$ cat src/dcsv_pkg.sv
// Package for the DAG-CBOR stream validator.
// Sizes, result and error codes, and the controller/datapath structs.
// No dependencies.
package dcsv_pkg;

  localparam int MaxNest      = 16;
  localparam int MaxKeyLen    = 64;
  localparam int LvlW         = $clog2(MaxNest + 1);
  localparam int KeyPosW      = $clog2(MaxKeyLen);
  localparam int KeyLenW      = $clog2(MaxKeyLen + 1);
  localparam int KeyStoreDepth = (MaxNest + 1) * MaxKeyLen;
  localparam int KeyAddrW     = LvlW + KeyPosW;

  localparam logic [1:0] PhHead = 2'd0;
  localparam logic [1:0] PhArg  = 2'd1;
  localparam logic [1:0] PhStr  = 2'd2;

  localparam logic [1:0] KindHead  = 2'd0;
  localparam logic [1:0] KindBytes = 2'd1;
  localparam logic [1:0] KindError = 2'd2;

  localparam logic [3:0] ErrNone       = 4'd0;
  localparam logic [3:0] ErrTruncated  = 4'd1;
  localparam logic [3:0] ErrNonMinimal = 4'd2;
  localparam logic [3:0] ErrBadInfo    = 4'd3;
  localparam logic [3:0] ErrBadSimple  = 4'd4;
  localparam logic [3:0] ErrBadTag     = 4'd5;
  localparam logic [3:0] ErrTagNotBytes = 4'd6;
  localparam logic [3:0] ErrKeyNotText = 4'd7;
  localparam logic [3:0] ErrKeyOrder   = 4'd8;
  localparam logic [3:0] ErrTooDeep    = 4'd9;
  localparam logic [3:0] ErrKeyTooLong = 4'd10;

  localparam logic [2:0] MajBytes = 3'd2;
  localparam logic [2:0] MajText  = 3'd3;
  localparam logic [2:0] MajArray = 3'd4;
  localparam logic [2:0] MajMap   = 3'd5;
  localparam logic [2:0] MajTag   = 3'd6;
  localparam logic [2:0] MajSimple = 3'd7;

  localparam logic [63:0] TagCid = 64'd42;

  typedef struct packed {
    logic accept;
    logic proc;
    logic pop;
    logic emit;
  } dcsv_cmd_t;

  typedef struct packed {
    logic hold;
    logic need_pop;
    logic pop_last;
    logic emit_valid;
    logic out_busy;
  } dcsv_sts_t;

endpackage

$ cat src/dcsv_ctrl.sv
// Sequencing controller for the DAG-CBOR stream validator.
// Depends on dcsv_pkg.
module dcsv_ctrl (
  input  logic               clk_i,
  input  logic               rst_ni,
  input  logic               in_valid_i,
  output logic               in_ready_o,
  input  dcsv_pkg::dcsv_sts_t sts_i,
  output dcsv_pkg::dcsv_cmd_t cmd_o
);

  localparam logic [1:0] StIdle = 2'd0;
  localparam logic [1:0] StProc = 2'd1;
  localparam logic [1:0] StPop  = 2'd2;
  localparam logic [1:0] StEmit = 2'd3;

  logic [1:0] state_q, state_d;

  always_comb begin
    state_d = state_q;
    cmd_o   = '0;
    case (state_q)
      StIdle: begin
        cmd_o.accept = in_valid_i;
        if (in_valid_i) state_d = StProc;
      end
      StProc: begin
        cmd_o.proc = 1'b1;
        if (sts_i.hold) state_d = StIdle;
        else if (sts_i.need_pop) state_d = StPop;
        else state_d = StEmit;
      end
      StPop: begin
        cmd_o.pop = 1'b1;
        if (sts_i.pop_last) state_d = StEmit;
      end
      StEmit: begin
        if (!(sts_i.emit_valid && sts_i.out_busy)) begin
          cmd_o.emit = 1'b1;
          state_d    = StIdle;
        end
      end
      default: state_d = StIdle;
    endcase
  end

  assign in_ready_o = (state_q == StIdle);

  always_ff @(posedge clk_i or negedge rst_ni) begin
    if (!rst_ni) begin
      state_q <= StIdle;
    end else begin
      state_q <= state_d;
    end
  end

endmodule

$ cat config.mk
export PLATFORM = sky130hd
export DESIGN_NAME = dcsv_ctrl
export DESIGN_NICKNAME = d
export VERILOG_FILES = /design/src/dcsv_pkg.sv /design/src/dcsv_ctrl.sv
export SDC_FILE = /design/constraint.sdc
export NUM_CORES = 1
export LEC_CHECK = 0
export ABC_AREA = 1
export ABC_CLOCK_PERIOD_IN_PS = 1400
export BUFFER_PORTS_ARGS = -buffer_cell sky130_fd_sc_hd__buf_2
export CAP_MARGIN = 20
export CORE_AREA = 3 3 40 42
export DETAILED_ROUTE_END_ITERATION = 10
export DIE_AREA = 0 0 43 45
export GPL_ROUTABILITY_DRIVEN = 0
export PLACE_DENSITY = 0.35
export SYNTH_ARGS = -nofsm -noshare
export SYNTH_HDL_FRONTEND = slang
export SYNTH_SLANG_ARGS = --single-unit
$ cat constraint.sdc
create_clock -name clk_i -period 1.4 [get_ports clk_i]
set_input_delay 0.21 -clock clk_i [delete_from_list [all_inputs] [get_ports clk_i]]
set_output_delay 0.21 -clock clk_i [all_outputs]
set_load 0.02 [all_outputs]
# After elaboration in Yosys (flattened, before gate mapping)

Index checks and enable logic that the tools add are counted.

Equal/unequal tests: 6
Muxes and demuxes: 11
Reduce and logical (&&, ||, !) cells: 3

Operators with widths:

| operator                                             | number |
|---|---|
| 2-to-1 mux 2 bit                                     | 4 |
| case mux 2 bit (4 select lines)                      | 1 |
| 2-to-1 mux 1 bit                                     | 6 |
| != test 2 bit (second input constant)                | 3 |
| equality test 2 bit (second input constant)          | 2 |
| AND reduction 3 bit                                  | 1 |
| equality test 2 x 1 -> 1 bit (second input constant) | 1 |
| logical NOT 2 bit                                    | 1 |
| logical AND 1 bit                                    | 1 |

Bits in registers: 2

# Longest topological paths before layout

Depth in word-level cells: 3
Depth in mapped cells: 5

# Least setup slack after synthesis

OpenSTA, ideal clock, no wires.

Path type: register to output
Start point: reg (tool-made name)
End point: out cmd_o[0] (netlist bit)
Arrival time: 1.065 ns
Slack: 0.125 ns
Stages on the path, launching flop included: 3
Path buffers: 0
Path through: dfrtp_1 inv_1 a211oi_1

RTL lines:

| element       | RTL line       | source |
|---|---|---|
| end, declared | dcsv_ctrl.sv:9 | `output dcsv_pkg::dcsv_cmd_t cmd_o` |

==> results.sh <==
export IMPL_status="complete, no violations"
export IMPL_wl_um=408
export IMPL_drt_iter0_drc=0
export IMPL_syn_avg_cell_area_um2=6.36
export IMPL_reg2reg_to="state_q[0]"
export IMPL_slew_viol_final=0
export IMPL_grt_max_degree=8
export IMPL_dieHeight_um=45
export IMPL_max_slew_worst_pin_slew_ps=176
export IMPL_h_tree_depth=1
export IMPL_grt_pass1_vias=196
export IMPL_path_max_fanout=6
export IMPL_min_path_cells=4
export IMPL_post_route_min_period_ps=1310
export IMPL_critPathLaunchType="flip-flop"
export IMPL_dp_hpwl_um=368
export IMPL_grt_first_pass_wirelength_um=696
export IMPL_dp_slack_ps=245
export IMPL_path_buf_inv=2
export IMPL_ys_ff_latch=2
export IMPL_die_area_mm2=0.00194
export IMPL_slowest_stage="dfrtp_2"
export IMPL_cts_buffer_depth=2
export IMPL_cap_violations=0
export IMPL_critical_path_class="flip-flop to primary output"
export IMPL_antenna_found_initial=0
export IMPL_root_buffer="clkbuf_4"
export IMPL_fin_area_um2=268
export IMPL_synthesis_area_um2=146
export IMPL_synth_seq_area_share_pct=34.2
export IMPL_vias=201
export IMPL_p_leak_nw=0.153
export IMPL_vdd_drop_max_v=0.000314
export IMPL_worstPathArrival_ps=1100
export IMPL_clk_latency_ps=220
export IMPL_overflow=0
export IMPL_cts_sinks=2
export IMPL_slew_headroom_pct=88.2
export IMPL_start_util_pct=11.4
export IMPL_coreArea_mm2=0.00128
export IMPL_cts_tree="yes"
export IMPL_drive_above_1_share_pct=50.0
export IMPL_rr_worst_depth=4
export IMPL_drc_errors=0
export IMPL_rsz0062_at_grt="no"
export IMPL_fin_crit_sh_pct=93.9
export IMPL_grtUsageTotal_pct=4.49
export IMPL_crit_chain="buf_4 > nor2_1 > buf_2"
export IMPL_skew_ps=1.12
export IMPL_post_drt_wl_per_cell_um=7.42
export IMPL_numCtsBuffers=3
export IMPL_rows=13
export IMPL_hold_worst_slack_ps=247
export IMPL_antenna_left=0
export IMPL_hp_start="sts_i[4]"
export IMPL_critical_path_top_delay_family="flip-flops"
export IMPL_synth_cells=23
export IMPL_synth_cell_types=12
export IMPL_mostFrequentLayoutCells="buf_2, inv_1, nand2_1, nor2_1, clkbuf_4"
export IMPL_tns_ps=0
export IMPL_synthesis_nets=31
export IMPL_setup_viol=0
export IMPL_clk_pin_slew_ps=30
export IMPL_final_common_cell="buf_2"
export IMPL_timing_fmax_ghz=0.761
export IMPL_max_stage_delay_ps=430
export IMPL_place_area_um2=225
export IMPL_r2r_slack_ps=490
export IMPL_ys_warn_count=0
export IMPL_p_per_area_mw_per_mm2=2190
export IMPL_worst_slack_ps=85.7
export IMPL_hold_viol=0
export IMPL_area_delta_synth_final_pct=82.9
export IMPL_numPortBuffers=12
export IMPL_end_kind="primary output"
export IMPL_min_path_type="input pin to flip-flop"
export IMPL_num_io_pins=13
export IMPL_final_nets=50
export IMPL_die_x_um=43
export IMPL_diodes=0
export IMPL_dr_pass1_iters=1
export IMPL_vias_per_cell=3.65
export IMPL_required_ps=1190
==> metal layers <==
metal,vias up,track usage [%],share of wire [%],routed length (um)
met4,0,1.81,0,0
li1,111,-,-,-
met1,88,4.08,32,132
met5,-,0,0,0
met2,2,10.2,65,265
met3,0,0,2.5,10
==> Yosys cell counts <==
master    number  area, um2
dfrtp_1        2       50.1
inv_1          4       15.0
nand3_1        2       10.0
nor2_1         3       11.3
inv_2          1       3.75
nand2_1        4       15.0
nand4_1        2       12.5
a21oi_1        1       5.00
nor3_1         1       5.00
o21ai_1        1       5.00
nor2_2         1       6.26
a211oi_1       1       7.51
==> cell families after synthesis <==
kind of cell | count (synthesis) | synth area share (%)
AOI/OAI and AO/OA | 3 | 12.0
buffers and inverters | 5 | 12.8
DFF | 2 | 34.2
and+or+nand+nor | 13 | 41.0
==> what timing repair did <==
item                                    in CTS  in global routing
hold endpoints to repair                     2                  0
resized for setup                            0                  2
endpoints found under the setup margin       0                  1
hold buffers                                 1                  0
setup buffers                                0                  1
==> area by class of cell <==
type,instances,area [um2]
fill,151,1020
multi-input combinational,16,77.6
timing repair buffer,14,77.6
sequential,2,52.6
clock buffer,3,22.5
inverter,5,18.8
tap,15,18.8
==> how the worst max path moves through the flow <==
stage,cells past startpoint,to,start
floorplan,2,cmd_o[0],flip-flop
global placement,3,cmd_o[0],flip-flop
detailed placement,3,cmd_o[0],flip-flop
CTS,3,cmd_o[0],flip-flop
global route,3,cmd_o[0],flip-flop
finish,3,cmd_o[2],flip-flop
==> worst register-to-register path: stages (launching register included) <==
cell	delay, ps
dfrtp_2	430
nor2_2	130
nand2_1	80
nand3_1	80
o21ai_1	60
==> power by group <==
| part | internal [mW] | switching [mW] |
|---|---|---|
| clock | 0.0940 | 0.0267 |
| combinational | 0.125 | 0.198 |
| sequential | 0.0937 | 0.0495 |
==> per-stage QoR <==
stage               utilization [%]  cells  total power, mW
floorplan                         -     23            0.342
global placement               17.5     50            0.454
detailed placement             17.5     50            0.445
CTS                            20.1     54            0.573
global route                   20.8     55            0.639
finish                         20.8     55            0.587
No activity file was read; power rests on OpenSTA's default activity.
